## src/hdl/slpg_pkg.sv

```systemverilog
// Shared types, constants and helper functions for the status LED pattern generator.
// Depends on nothing; every other file of the block imports it.
`timescale 1ns / 1ps

package slpg_pkg;

    typedef enum logic [1:0] {
        OP_TICK     = 2'd0,
        OP_SET_MODE = 2'd1,
        OP_BLIP     = 2'd2
    } op_t;

    typedef enum logic [2:0] {
        MODE_BOOT     = 3'd0,
        MODE_CONNECT  = 3'd1,
        MODE_NOSERVER = 3'd2,
        MODE_STREAM   = 3'd3,
        MODE_ERROR    = 3'd4,
        MODE_NONE     = 3'd5
    } mode_t;

    localparam logic [0:0] REG_MAX_BRIGHTNESS = 1'd0;
    localparam logic [0:0] REG_CAP_ENABLE     = 1'd1;

    localparam logic [7:0] MAX_BRIGHTNESS_RESET = 8'd64;
    localparam logic       CAP_ENABLE_RESET     = 1'b1;

    localparam logic [7:0] LEVEL_FULL   = 8'd255;
    localparam logic [7:0] LEVEL_DIM    = 8'd20;
    localparam logic [7:0] LEVEL_IDLE   = 8'd40;
    localparam logic [7:0] LEVEL_OFF    = 8'd0;
    localparam logic [7:0] LED_ON_LIMIT = 8'd127;

    localparam logic [1:0] BLIP_TICKS = 2'd2;

    // Phase periods of the animations.
    localparam logic [5:0] BOOT_PERIOD    = 6'd40;
    localparam logic [5:0] BOOT_HALF      = 6'd20;
    localparam logic [4:0] CONNECT_PERIOD = 5'd20;
    localparam logic [4:0] CONNECT_HALF   = 5'd10;
    localparam logic [4:0] NOSRV_PERIOD   = 5'd30;

    typedef struct packed {
        logic [7:0] max_brightness;
        logic       cap_enable;
    } cfg_t;

    // One tick job handed from the front end to the back end.
    typedef struct packed {
        logic [7:0] env;
        mode_t      mode;
    } job_t;

    typedef struct packed {
        logic full;
        logic empty;
    } queue_stat_t;

    typedef struct packed {
        logic [7:0] r;
        logic [7:0] g;
        logic [7:0] b;
    } rgb_t;

    function automatic rgb_t mode_rgb(input mode_t m);
        rgb_t c;
        unique case (m)
            MODE_BOOT:     c = '{r: 8'd255, g: 8'd255, b: 8'd255};
            MODE_CONNECT:  c = '{r: 8'd0,   g: 8'd80,  b: 8'd255};
            MODE_NOSERVER: c = '{r: 8'd255, g: 8'd140, b: 8'd0};
            MODE_STREAM:   c = '{r: 8'd0,   g: 8'd255, b: 8'd60};
            default:       c = '{r: 8'd255, g: 8'd0,   b: 8'd0};
        endcase
        return c;
    endfunction

    // Ramp of the boot breathing animation: d*255/20 for d in 0..20.
    function automatic logic [7:0] boot_ramp(input logic [4:0] d);
        logic [7:0] v;
        unique case (d)
            5'd0:  v = 8'd0;
            5'd1:  v = 8'd12;
            5'd2:  v = 8'd25;
            5'd3:  v = 8'd38;
            5'd4:  v = 8'd51;
            5'd5:  v = 8'd63;
            5'd6:  v = 8'd76;
            5'd7:  v = 8'd89;
            5'd8:  v = 8'd102;
            5'd9:  v = 8'd114;
            5'd10: v = 8'd127;
            5'd11: v = 8'd140;
            5'd12: v = 8'd153;
            5'd13: v = 8'd165;
            5'd14: v = 8'd178;
            5'd15: v = 8'd191;
            5'd16: v = 8'd204;
            5'd17: v = 8'd216;
            5'd18: v = 8'd229;
            5'd19: v = 8'd242;
            5'd20: v = 8'd255;
            default: v = 8'd0;
        endcase
        return v;
    endfunction

    // Exact x/255 for any product of two 8-bit values.
    function automatic logic [7:0] div255(input logic [15:0] x);
        logic [16:0] s;
        s = {1'b0, x} + {9'd0, x[15:8]} + 17'd1;
        return s[15:8];
    endfunction

endpackage

```

## src/hdl/slpg_front.sv

```systemverilog
// Front end: accepts events, keeps the mode, blip and tick state, and computes the envelope.
// Depends on slpg_pkg; feeds tick jobs into slpg_queue.
`timescale 1ns / 1ps

module slpg_front (
    input  logic                 aclk,
    input  logic                 aresetn,
    input  logic                 s_valid,
    output logic                 s_ready,
    input  logic [1:0]           s_opcode,
    input  logic [2:0]           s_new_mode,
    input  slpg_pkg::queue_stat_t q_stat,
    output logic                 job_push,
    output slpg_pkg::job_t       job
);
    import slpg_pkg::*;

    mode_t       requested_mode_reg, requested_mode_next;
    mode_t       shown_mode_reg, shown_mode_next;
    logic [31:0] tick_count_reg, tick_count_next;
    logic [1:0]  blip_count_reg, blip_count_next;
    // Phase counters track tick_count modulo 40, 30 and 20.
    logic [5:0]  p40_reg, p40_next;
    logic [4:0]  p30_reg, p30_next;
    logic [4:0]  p20_reg, p20_next;

    logic        accept;
    logic        restart;
    logic [31:0] t_eff;
    logic [5:0]  p40;
    logic [4:0]  p30;
    logic [4:0]  p20;
    logic [5:0]  boot_dist;
    logic [7:0]  env;

    assign s_ready = !q_stat.full;
    assign accept  = s_valid && s_ready;

    assign restart   = (requested_mode_reg != shown_mode_reg);
    assign t_eff     = restart ? 32'd0 : tick_count_reg;
    assign p40       = restart ? 6'd0 : p40_reg;
    assign p30       = restart ? 5'd0 : p30_reg;
    assign p20       = restart ? 5'd0 : p20_reg;
    assign boot_dist = (p40 < BOOT_HALF) ? p40 : (BOOT_PERIOD - p40);

    always_comb begin
        unique case (requested_mode_reg)
            MODE_BOOT:     env = boot_ramp(boot_dist[4:0]);
            MODE_CONNECT:  env = (p20 < CONNECT_HALF) ? LEVEL_FULL : LEVEL_DIM;
            MODE_NOSERVER: env = (p30 < 5'd3 || (p30 >= 5'd6 && p30 < 5'd9))
                                 ? LEVEL_FULL : LEVEL_OFF;
            MODE_STREAM:   env = (blip_count_reg != 2'd0) ? LEVEL_FULL : LEVEL_IDLE;
            default:       env = (p20 < 5'd2 || (p20 >= 5'd4 && p20 < 5'd6))
                                 ? LEVEL_FULL : LEVEL_OFF;
        endcase
    end

    always_comb begin
        requested_mode_next = requested_mode_reg;
        shown_mode_next     = shown_mode_reg;
        tick_count_next     = tick_count_reg;
        blip_count_next     = blip_count_reg;
        p40_next            = p40_reg;
        p30_next            = p30_reg;
        p20_next            = p20_reg;
        job_push            = 1'b0;
        if (accept) begin
            unique case (op_t'(s_opcode))
                OP_SET_MODE: begin
                    if (s_new_mode < MODE_NONE) begin
                        requested_mode_next = mode_t'(s_new_mode);
                    end
                end
                OP_BLIP: begin
                    blip_count_next = BLIP_TICKS;
                end
                OP_TICK: begin
                    job_push        = 1'b1;
                    shown_mode_next = requested_mode_reg;
                    tick_count_next = t_eff + 32'd1;
                    if (blip_count_reg != 2'd0) begin
                        blip_count_next = blip_count_reg - 2'd1;
                    end
                    // The phases restart when the 32-bit counter wraps to zero.
                    if (t_eff == '1) begin
                        p40_next = 6'd0;
                        p30_next = 5'd0;
                        p20_next = 5'd0;
                    end else begin
                        p40_next = (p40 == BOOT_PERIOD - 6'd1) ? 6'd0 : p40 + 6'd1;
                        p30_next = (p30 == NOSRV_PERIOD - 5'd1) ? 5'd0 : p30 + 5'd1;
                        p20_next = (p20 == CONNECT_PERIOD - 5'd1) ? 5'd0 : p20 + 5'd1;
                    end
                end
                default: begin
                end
            endcase
        end
    end

    assign job.env  = env;
    assign job.mode = requested_mode_reg;

    always_ff @(posedge aclk) begin
        if (!aresetn) begin
            requested_mode_reg <= MODE_BOOT;
            shown_mode_reg     <= MODE_NONE;
            tick_count_reg     <= 32'd0;
            blip_count_reg     <= 2'd0;
            p40_reg            <= 6'd0;
            p30_reg            <= 5'd0;
            p20_reg            <= 5'd0;
        end else begin
            requested_mode_reg <= requested_mode_next;
            shown_mode_reg     <= shown_mode_next;
            tick_count_reg     <= tick_count_next;
            blip_count_reg     <= blip_count_next;
            p40_reg            <= p40_next;
            p30_reg            <= p30_next;
            p20_reg            <= p20_next;
        end
    end

endmodule

```

## src/hdl/slpg_queue.sv

```systemverilog
// Short first-in first-out queue of tick jobs between the front end and the back end.
// Depends on slpg_pkg for the job and status types.
`timescale 1ns / 1ps

module slpg_queue #(
    parameter int DEPTH = 4
) (
    input  logic                  aclk,
    input  logic                  aresetn,
    input  logic                  push,
    input  slpg_pkg::job_t        push_job,
    input  logic                  pop,
    output slpg_pkg::job_t        pop_job,
    output slpg_pkg::queue_stat_t stat
);
    import slpg_pkg::*;

    localparam int PTR_W = (DEPTH > 1) ? $clog2(DEPTH) : 1;
    localparam int CNT_W = $clog2(DEPTH + 1);
    localparam logic [PTR_W-1:0] LAST_PTR = PTR_W'(DEPTH - 1);
    localparam logic [CNT_W-1:0] FULL_CNT = CNT_W'(DEPTH);

    job_t             entries_reg [DEPTH];
    logic [PTR_W-1:0] wr_ptr_reg, wr_ptr_next;
    logic [PTR_W-1:0] rd_ptr_reg, rd_ptr_next;
    logic [CNT_W-1:0] count_reg, count_next;
    logic             do_push;
    logic             do_pop;

    assign stat.full  = (count_reg == FULL_CNT);
    assign stat.empty = (count_reg == '0);
    assign do_push    = push && !stat.full;
    assign do_pop     = pop && !stat.empty;
    assign pop_job    = entries_reg[rd_ptr_reg];

    always_comb begin
        wr_ptr_next = wr_ptr_reg;
        rd_ptr_next = rd_ptr_reg;
        count_next  = count_reg;
        if (do_push) begin
            wr_ptr_next = (wr_ptr_reg == LAST_PTR) ? '0 : wr_ptr_reg + PTR_W'(1);
        end
        if (do_pop) begin
            rd_ptr_next = (rd_ptr_reg == LAST_PTR) ? '0 : rd_ptr_reg + PTR_W'(1);
        end
        if (do_push && !do_pop) begin
            count_next = count_reg + CNT_W'(1);
        end else if (do_pop && !do_push) begin
            count_next = count_reg - CNT_W'(1);
        end
    end

    always_ff @(posedge aclk) begin
        if (!aresetn) begin
            wr_ptr_reg <= '0;
            rd_ptr_reg <= '0;
            count_reg  <= '0;
        end else begin
            wr_ptr_reg <= wr_ptr_next;
            rd_ptr_reg <= rd_ptr_next;
            count_reg  <= count_next;
        end
    end

    always_ff @(posedge aclk) begin
        if (do_push) begin
            entries_reg[wr_ptr_reg] <= push_job;
        end
    end

endmodule

```

## src/hdl/slpg_back.sv

```systemverilog
// Back end: brightness cap and colour scaling of tick jobs, ending in the result register.
// Depends on slpg_pkg for the job type, the colour table and the divide-by-255 helper.
`timescale 1ns / 1ps

module slpg_back (
    input  logic                  aclk,
    input  logic                  aresetn,
    input  slpg_pkg::cfg_t        cfg,
    input  slpg_pkg::queue_stat_t q_stat,
    input  slpg_pkg::job_t        q_job,
    output logic                  q_pop,
    output logic                  m_valid,
    input  logic                  m_ready,
    output logic [7:0]            m_level,
    output logic                  m_led_on,
    output logic [7:0]            m_red,
    output logic [7:0]            m_green,
    output logic [7:0]            m_blue
);
    import slpg_pkg::*;

    logic        advance;
    logic        s1_valid_reg;
    logic [7:0]  s1_env_reg;
    mode_t       s1_mode_reg;
    logic [15:0] s1_prod_reg;
    logic        s2_valid_reg;
    logic [7:0]  s2_level_reg;
    mode_t       s2_mode_reg;
    logic        s3_valid_reg;
    logic [7:0]  s3_level_reg;
    logic [15:0] s3_r_reg;
    logic [15:0] s3_g_reg;
    logic [15:0] s3_b_reg;
    logic        out_valid_reg;
    logic [7:0]  out_level_reg;
    logic        out_led_on_reg;
    logic [7:0]  out_red_reg;
    logic [7:0]  out_green_reg;
    logic [7:0]  out_blue_reg;
    logic [7:0]  s2_level_next;
    rgb_t        s2_rgb;

    // The whole pipe moves together whenever the result register can take a value.
    assign advance = !out_valid_reg || m_ready;
    assign q_pop   = advance && !q_stat.empty;

    assign s2_level_next = s1_env_reg;
    assign s2_rgb        = mode_rgb(s2_mode_reg);

    always_ff @(posedge aclk) begin
        if (!aresetn) begin
            s1_valid_reg  <= 1'b0;
            s2_valid_reg  <= 1'b0;
            s3_valid_reg  <= 1'b0;
            out_valid_reg <= 1'b0;
        end else if (advance) begin
            s1_valid_reg  <= q_pop;
            s2_valid_reg  <= s1_valid_reg;
            s3_valid_reg  <= s2_valid_reg;
            out_valid_reg <= s3_valid_reg;
        end
    end

    always_ff @(posedge aclk) begin
        if (advance) begin
            s1_env_reg   <= q_job.env;
            s1_mode_reg  <= q_job.mode;
            s1_prod_reg  <= 16'(q_job.env) * 16'(cfg.max_brightness);
            s2_mode_reg  <= s1_mode_reg;
            s2_level_reg <= cfg.cap_enable ? div255(s1_prod_reg) : s2_level_next;
            s3_level_reg <= s2_level_reg;
            s3_r_reg     <= 16'(s2_rgb.r) * 16'(s2_level_reg);
            s3_g_reg     <= 16'(s2_rgb.g) * 16'(s2_level_reg);
            s3_b_reg     <= 16'(s2_rgb.b) * 16'(s2_level_reg);
            out_level_reg  <= s3_level_reg;
            out_led_on_reg <= (s3_level_reg > LED_ON_LIMIT);
            out_red_reg    <= div255(s3_r_reg);
            out_green_reg  <= div255(s3_g_reg);
            out_blue_reg   <= div255(s3_b_reg);
        end
    end

    assign m_valid  = out_valid_reg;
    assign m_level  = out_level_reg;
    assign m_led_on = out_led_on_reg;
    assign m_red    = out_red_reg;
    assign m_green  = out_green_reg;
    assign m_blue   = out_blue_reg;

endmodule

```

## src/hdl/status_led_pattern_generator.sv

```systemverilog
// Status LED pattern generator. A tick result passes the job queue, stages s1, s2 and s3
// and the result register. Items are accepted at one per cycle while the job queue has
// room and results are taken. Mode requests and blips yield no result, only front-end state.
// The queue depth sets how many tick jobs may wait when the result side stalls.
// Reset (aresetn, synchronous, active low) clears mode, counters, queue and pipeline
// and restores max_brightness to 64 and cap_enable to 1. No clearing pass is needed.
`timescale 1ns / 1ps

module status_led_pattern_generator #(
    parameter int QUEUE_DEPTH = 4
) (
    input  logic       aclk,
    input  logic       aresetn,
    // Event input channel.
    input  logic       s_valid,
    output logic       s_ready,
    input  logic [1:0] s_opcode,
    input  logic [2:0] s_new_mode,
    // Result channel.
    output logic       m_valid,
    input  logic       m_ready,
    output logic [7:0] m_level,
    output logic       m_led_on,
    output logic [7:0] m_red,
    output logic [7:0] m_green,
    output logic [7:0] m_blue,
    // Configuration write channel.
    input  logic       cfg_valid,
    output logic       cfg_ready,
    input  logic [0:0] cfg_index,
    input  logic [7:0] cfg_data
);
    import slpg_pkg::*;

    // Configuration registers. Writes are always taken; software must change them only while
    // the block is idle, as the back end reads them directly. The block does not enforce this.
    logic [7:0]  max_brightness_reg;
    logic        cap_enable_reg;
    cfg_t        cfg;

    // Front-to-queue and queue-to-back connections.
    logic        job_push;
    job_t        push_job;
    job_t        pop_job;
    logic        job_pop;
    queue_stat_t q_stat;

    assign cfg_ready          = 1'b1;
    assign cfg.max_brightness = max_brightness_reg;
    assign cfg.cap_enable     = cap_enable_reg;

    always_ff @(posedge aclk) begin
        if (!aresetn) begin
            max_brightness_reg <= MAX_BRIGHTNESS_RESET;
            cap_enable_reg     <= CAP_ENABLE_RESET;
        end else if (cfg_valid && cfg_ready) begin
            unique case (cfg_index)
                REG_MAX_BRIGHTNESS: max_brightness_reg <= cfg_data;
                REG_CAP_ENABLE:     cap_enable_reg     <= cfg_data[0];
                default: begin
                end
            endcase
        end
    end

    // The front end classifies each item, updates the mode, blip and tick
    // state at once, and turns a tick into a job carrying its raw envelope.
    slpg_front u_front (
        .aclk       (aclk),
        .aresetn    (aresetn),
        .s_valid    (s_valid),
        .s_ready    (s_ready),
        .s_opcode   (s_opcode),
        .s_new_mode (s_new_mode),
        .q_stat     (q_stat),
        .job_push   (job_push),
        .job        (push_job)
    );

    // The queue lets the front end keep taking items while results stall.
    slpg_queue #(
        .DEPTH (QUEUE_DEPTH)
    ) u_queue (
        .aclk     (aclk),
        .aresetn  (aresetn),
        .push     (job_push),
        .push_job (push_job),
        .pop      (job_pop),
        .pop_job  (pop_job),
        .stat     (q_stat)
    );

    // The back end applies the cap and scales the mode colour, with the cap product in s1
    // and the colour products in s3, and holds the finished item for the sink.
    slpg_back u_back (
        .aclk     (aclk),
        .aresetn  (aresetn),
        .cfg      (cfg),
        .q_stat   (q_stat),
        .q_job    (pop_job),
        .q_pop    (job_pop),
        .m_valid  (m_valid),
        .m_ready  (m_ready),
        .m_level  (m_level),
        .m_led_on (m_led_on),
        .m_red    (m_red),
        .m_green  (m_green),
        .m_blue   (m_blue)
    );

`ifndef SYNTHESIS
    // The on/off drive must agree with the level shown.
    a_led_on_matches: assert property (@(posedge aclk) disable iff (!aresetn)
        m_valid |-> (m_led_on == m_level[7]))
        else $error("led_on does not match level");

    // With the cap on, the shown level never exceeds the cap.
    a_level_capped: assert property (@(posedge aclk) disable iff (!aresetn)
        (m_valid && cap_enable_reg) |-> (m_level <= max_brightness_reg))
        else $error("level exceeds max_brightness");

    // A tick job is never pushed into a full queue.
    a_no_overflow: assert property (@(posedge aclk) disable iff (!aresetn)
        job_push |-> !q_stat.full)
        else $error("tick job pushed into full queue");

    // The back end never pops an empty queue.
    a_no_underflow: assert property (@(posedge aclk) disable iff (!aresetn)
        job_pop |-> !q_stat.empty)
        else $error("pop from empty queue");
`endif

endmodule

```

## config.mk

```make
export PLATFORM = sky130hd
export DESIGN_NAME = status_led_pattern_generator
export DESIGN_NICKNAME = d
export VERILOG_FILES = /design/src/hdl/slpg_pkg.sv /design/src/hdl/slpg_front.sv /design/src/hdl/slpg_queue.sv /design/src/hdl/slpg_back.sv /design/src/hdl/status_led_pattern_generator.sv
export SDC_FILE = /design/constraint.sdc
export NUM_CORES = 1
export LEC_CHECK = 0
export ABC_AREA = 1
export BUFFER_PORTS_ARGS = -buffer_cell sky130_fd_sc_hd__buf_2
export CORE_MARGIN = 2
export CORE_UTILIZATION = 56
export CTS_CLUSTER_SIZE = 25
export DETAILED_ROUTE_END_ITERATION = 8
export PLACE_DENSITY = 0.73
export SETUP_SLACK_MARGIN = 0.5
export SYNTH_ARGS = -nofsm -noshare
export SYNTH_HDL_FRONTEND = slang
export SYNTH_SLANG_ARGS = --single-unit
```

## constraint.sdc

```tcl
create_clock -name aclk -period 5.95 [get_ports aclk]
set_input_delay 1.19 -clock aclk [delete_from_list [all_inputs] [get_ports aclk]]
set_output_delay 1.19 -clock aclk [all_outputs]
set_load 0.05 [all_outputs]
```

# Word level (Yosys, flattened, before mapping)
# Memories as Yosys holds them, arrays and structs flattened. A register that Yosys moved wholly into a read port is not among the register bits.
# Index checks and enable logic that the tools add are counted.
totals:
  ff_bits: 203
  ram_bits: 44
  romBits: 256
  in_bits: 19
  out_inout_bits: 36
  elab_cells: 140
  memories: 2
memory_table:
  columns: ["memory", "words", "word_bits", "read_ports", "rd_clocked_by_memory_dff", "wr", "line_no", "source"]
  rows:
  - ["(name not given)", 32, 8, 1, 0, 0, "slpg_pkg.sv:80", "unique case (d)"]
  - ["u_queue.entries_reg", 4, 11, 1, 1, 1, "slpg_queue.sv:23", "job_t entries_reg [DEPTH];"]
op_classes:
  add_sub_neg: 18
  multipliers: 4
  order_cmp: 10
  eq_ne: 17
  muxes: 30
  n_bitwise: 1
  reduce_logical: 28
ops:
  columns: ["cell", "count"]
  rows:
  - ["$pmux W24 S4", 1]
  - ["$add A16 B1 Y16 const B", 4]
  - ["$add A16 B8 Y16", 4]
  - ["$mul A8 B8 Y16", 4]
  - ["$mux W8", 5]
  - ["$mux W5", 7]
  - ["$add A32 B1 Y32 const B", 1]
  - ["$eq A32 B32 Y1 const B", 1]
  - ["$mux W32", 1]
  - ["$pmux W8 S4", 1]
  - ["$mux W6", 3]
  - ["$eq A3 B2 Y1 const B", 4]
  - ["$add A5 B1 Y5 const B", 2]
  - ["$eq A5 B5 Y1 const B", 2]
  - ["$ge A5 B3 Y1 const B", 2]
  - ["$lt A5 B2 Y1 const B", 2]
  - ["$lt A5 B4 Y1 const B", 2]
  - ["$mux W2", 5]
  - ["$logic_not A3 Y1", 3]
  - ["$gt A8 B7 Y1 const B", 1]
  - ["$logic_and A1 B1 Y1", 8]
  - ["$add A6 B1 Y6 const B", 1]
  - ["$eq A2 B2 Y1 const B", 3]
  - ["$eq A3 B1 Y1 const B", 2]
  - ["other kinds (23)", 39]

# Logic depth before layout (Yosys ltp)
depth:
  word_depth: 9
  mapped_depth: 26
  depth_no_buf: 26

# Hierarchy
# Synthesis repeated with hierarchy kept, for this count alone.
hier_totals:
  cells_unflattened: 2572
  area_unflattened_um2: 20594.8
by_module_without_submodules:
  columns: ["mod", "n_inst", "cells_per_inst", "area_each_um2", "seq_area_each_um2"]
  rows:
  - ["slpg_back", 1, 1609, 13745.7, 3893.7]
  - ["slpg_front", 1, 726, 4309.1, 1121.1]
  - ["slpg_queue", 1, 179, 2153.3, 1501.4]
  - ["status_led_pattern_generator", 1, 58, 386.6, 180.2]

# Worst setup path after synthesis
# OpenSTA, ideal clock, no wires.
synth_path:
  path_kind: "reg2reg"
  from: "register u_back.s2_mode_reg[1]"
  to: "register u_back.s3_g_reg[15], data pin"
  setup_time_ns: 0.265
  arrival_time_ns: 4.879
  t_required_ns: 5.685
  path_slack_ns: 0.806
  stages_incl_launch_ff: 25
  n_path_buf: 0
  path_cell_list: "edfxtp_1 -> inv_1 -> nor2_1 -> nor2_1 -> inv_1 -> nor2_1 -> inv_1 -> nor2_1 -> inv_1 -> nand2_1 -> inv_1 -> ha_1 -> or2_2 -> fa_1 -> inv_1 -> fa_1 -> fa_1 -> inv_1 -> ha_1 -> a21o_1 -> a31oi_1 -> o21ai_0 -> a31oi_1 -> o21ai_0 -> xor2_1"
synth_between:
  elab_chain_len: 3
synth_lines:
  columns: ["element", "line_no", "source"]
  rows:
  - ["start: declaration", "slpg_back.sv:29", "mode_t s2_mode_reg;"]
  - ["start signal: assignment", "slpg_back.sv:70", "s2_mode_reg <= s1_mode_reg;"]
  - ["$eq A3 B2 Y1 (tied with other cells)", "slpg_pkg.sv:67", "unique case (m)"]
  - ["$pmux W24 S4 (*)", "slpg_pkg.sv:67", null]
  - ["$mul A8 B8 Y16 (*)", "slpg_back.sv:74", "s3_g_reg <= 16'(s2_rgb.g) * 16'(s2_level_reg);"]
  - ["end signal: assignment", "slpg_back.sv:74", null]
  - ["end: declaration", "slpg_back.sv:33", "logic [15:0] s3_g_reg;"]
# Mark *: on every way between the ends. The rest lies on a longest branch, timed or not.
# A chain may end at the register's enable or synchronous reset.

# Worst setup path after layout
# Same ends and word-level chain as after synthesis.

==> results.txt <==
----------------------------------------------------
[Run status]
  Outcome ... finished, final reports clean

[Clocking]
  Inserted Clock Buffers ... 29
  Number of clock sinks ... 249
  H-tree Lvls ... 1
  TritonCTS clock tree ... done
  Worst skew pair latency ... 0.55 ns
  Clock input transition at the sequential cells of the worst setup and hold paths ... 0.06 ns
  Number of hold buffers added after cts ... 0
  Buffer cell driving the clock tree root ... sky130_fd_sc_hd__clkbuf_16
  Bufs on Longest Clock Path ... 3

[Final layout]
  Layout cells sized above 1 ... just over 8%
  Total Nets Final ... 2,597
  Antenna diode instance count ... 0
  Final standard cell area without fillers ... about 21,000 sq um
  Number of flip-flops under the largest register name ... 44
  Synthesis-to-finish area growth ... 9.97%

[Global route]
  Tot GR Track Use ... between 20% and 30%
  Antenna violations before repair ... 0
  Via count of the first global-routing pass ... 14,200
  Pin count of the biggest net entering global routing ... 52
  Global-route wire length before repair ... between 60 and 70 mm
  Overall overflow remaining after global route ... 0

[Die]
  Full die area ... 35,400 sq um
  Ports placed on the boundary ... 55
  Site row count ... 67
  Floorplan die height ... 188 microns
  Starting density of the core ... 56.7%
  Core region area ... between 30,000 and 40,000 sq um
  Overall die width ... around 190 microns

[Critical path]
  Required @ worst endpoint ... ~6.3 ns
  Worst path bufs/invs ... 7
  Slack of the worst reg-to-reg path ... 0.76 ns
  Worst path most repeated cell ... sky130_fd_sc_hd__inv_1
  Startpoint of the worst register-to-register path ... u_back.s2_mode_reg[1]
  Family of cells with the greatest summed delay on the critical path ... adder cells
  Worst reg2reg path depth ... 24
  Endpoint arrival time on the critical path ... 5.48 ns
  Kind of critical path ... register to register
  Delay contributed by the slowest stage of the critical path ... 0.54 ns
  R2r endpoint ... u_back.s3_g_reg[15]
  Peak fanout along the critical path ... 8
  Cell type of the slowest stage on the worst timing path ... sky130_fd_sc_hd__fa_1
  Type of origin of the critical path ... register
  Critical Path End Type ... register
  Crit path cell chain ... inv_1 > nor2_1 > nor2_1 > inv_2 > nor2_4 > inv_2 > nor2_2 > inv_1 > nand2_1 > inv_1 > ha_1 > or2_2 > fa_1 > inv_1 > fa_1 > fa_1 > inv_1 > ha_2 > a21o_1 > a31oi_4 > o21ai_2 > a31oi_2 > o21ai_0 > xor2_1

[Timing]
  Highest clock rate ... 0.193 GHz
  Final period demand of the worst path ... 5.19 ns
  Crit share post-route ... 87.2%
  Max_slew headroom ... 28.2%
  Worst-case hold slack ... 0.421 ns
  Post-route setup slack ... 0.764 ns
  Setup_tns ... 0 ns
  Count of endpoints failing hold in the final timing report ... 0
  Number of max-slew violations in the final report ... 0
  Final clock skew ... 0.0158 ns
  Setup repair after global routing missed its margin ... yes
  Slew @ Worst Pin ... 1.07 ns
  Final setup violation count ... 0

[Synthesis]
  Number of nets produced by synthesis ... 2,526
  Instance count of the mapped netlist ... 2,186
  Most instantiated cells after synthesis ... 418 x sky130_fd_sc_hd__inv_1, 388 x sky130_fd_sc_hd__nand2_1, 240 x sky130_fd_sc_hd__nor2_1
  Post-synthesis sequential area ratio ... 35.3%
  Top_reg_cell synth ... sky130_fd_sc_hd__edfxtp_1
  Most frequent cell after synthesis ... sky130_fd_sc_hd__inv_1
  Async set or reset register ratio after synthesis ... 0%
  Syn avg cell area ... 8.68 sq um
  Number of synthesized register bits ... 249
  Share of the synthesized area in the top cell type ... 27.1%
  EDFF count, synth ... 171
  Synth unique cells ... 52
  Yosys warning count ... 0
  Cell area after technology mapping ... approximately 19,000 sq um
  Post-synthesis cell type with the largest combined area ... sky130_fd_sc_hd__edfxtp_1
  Synth area leaders ... sky130_fd_sc_hd__edfxtp_1 27%, sky130_fd_sc_hd__ha_1 13%, sky130_fd_sc_hd__fa_1 13%

[Hold path]
  Worst hold stages ... 0
  Source of the worst hold timing path ... u_back.s1_mode_reg[2]
  End of the worst hold path ... u_back.s2_mode_reg[2]
  Worst Hold Class ... register to register

[Run]
  Total of max-cap violations ... 0

[Placement]
  Setup Slack @ Placement ... around 0.29 ns
  HPWL after detailed placement ... roughly 29 mm
  Cell area after placement ... 19,700 sq um
  Placer congestion estimate ... 0.919
  Count of port buffers added during placement ... 53

[Drt]
  Via/cell ratio ... roughly 5.2
  DR vias ... 14,200
  Per-cell routed wire length ... 14.1 microns
  DRC violation total after the first TritonRoute iteration ... 816
  Number of iterations in the first detailed-routing pass ... 5
  DRC violation count after routing ... 0
  Final routed wirelength across all metal layers ... 38.4 mm
  Antenna-violating nets left ... 0

----------------------------------------------------
-- repair_timing --
item	CTS	global route
cloned	0	2
pin swaps	0	4
gates resized for setup	4	36
buffers inserted	0	8
setup endpoints to repair	4	17
-- placed cells by master, fill, tap and decap left out, drive strengths merged, types with 2 or more instances in the layout --
cell type / n
inv: 423
nand2: 394
nor2: 259
ha: 199
edfxtp: 171
fa: 122
a21oi: 122
nand3: 117
dfxtp: 78
o21ai: 77
buf: 72
xor2: 52
clkbuf: 41
xnor2: 25
nor3: 21
nand4: 19
a31oi: 10
or2: 9
nand3b: 9
clkinvlp: 7
o21bai: 6
clkinv: 6
nor3b: 4
o211ai: 4
nor4: 4
a21o: 3
o31ai: 3
o221ai: 3
o22ai: 3
bufinv: 3
o21a: 2
a211oi: 2
a221oi: 2
a311oi: 2
a22oi: 2
-- metrics by stage --
| stage | util, % | std cells |
|---|---|---|
| finish | 62.4 | 2728 |
| global route | 62.4 | 2728 |
| CTS | 61.9 | 2718 |
| detailed placement | 59.0 | 2664 |
| global placement | 59.0 | 2664 |
| floorplan | - | 2186 |
-- logic make-up after synthesis --
| group | synth area share (%) |
|---|---|
| AOI/OAI and AO/OA | 7.02 |
| xor gates and xnor gates | 3.63 |
| adders and majority gates | 26.0 |
| buffers and inverters | 9.24 |
| DFF | 35.3 |
| other | 0.0198 |
| and+or+nand+nor | 18.8 |
-- per-layer routing --
layer / GRT usage (%) / vias up / routed length (microns)
met2: 39.8 / 315 / 18900
met4: 6.66 / 0 / 1050
met1: 28.3 / 6682 / 16800
met3: 2.55 / 74 / 1590
met5: 0 / - / 0
li1: - / 7154 / -
-- layout make-up --
| type | instances | area [sq um] |
|---|---|---|
| timing repair buffer | 72 | 412 |
| sequential | 249 | 6700 |
| timing repair inverter | 2 | 15.0 |
| multi-input combinational | 1479 | 10600 |
| clock buffer | 41 | 802 |
| clock inverter | 13 | 153 |
| tap | 448 | 561 |
| inverter | 424 | 1600 |
| fill | 2765 | 12600 |
-- how the worst max path moves through the flow --
stage / start / to / slack, ns / cells after the start
floorplan: u_back.s2_mode_reg[1] / u_back.s3_g_reg[15] / 0.81 / 24
global placement: u_back.s2_mode_reg[1] / u_back.s3_g_reg[15] / 0.47 / 24
detailed placement: u_back.s2_mode_reg[1] / u_back.s3_g_reg[15] / 0.29 / 24
CTS: u_back.s2_mode_reg[1] / u_back.s3_g_reg[15] / 0.42 / 24
global route: u_back.s2_mode_reg[1] / u_back.s3_g_reg[15] / 0.44 / 25
finish: u_back.s2_mode_reg[1] / u_back.s3_g_reg[15] / 0.76 / 24
Power is not shown: default switching activity piles up to over one toggle a cycle in this logic, so the estimate is an artifact.
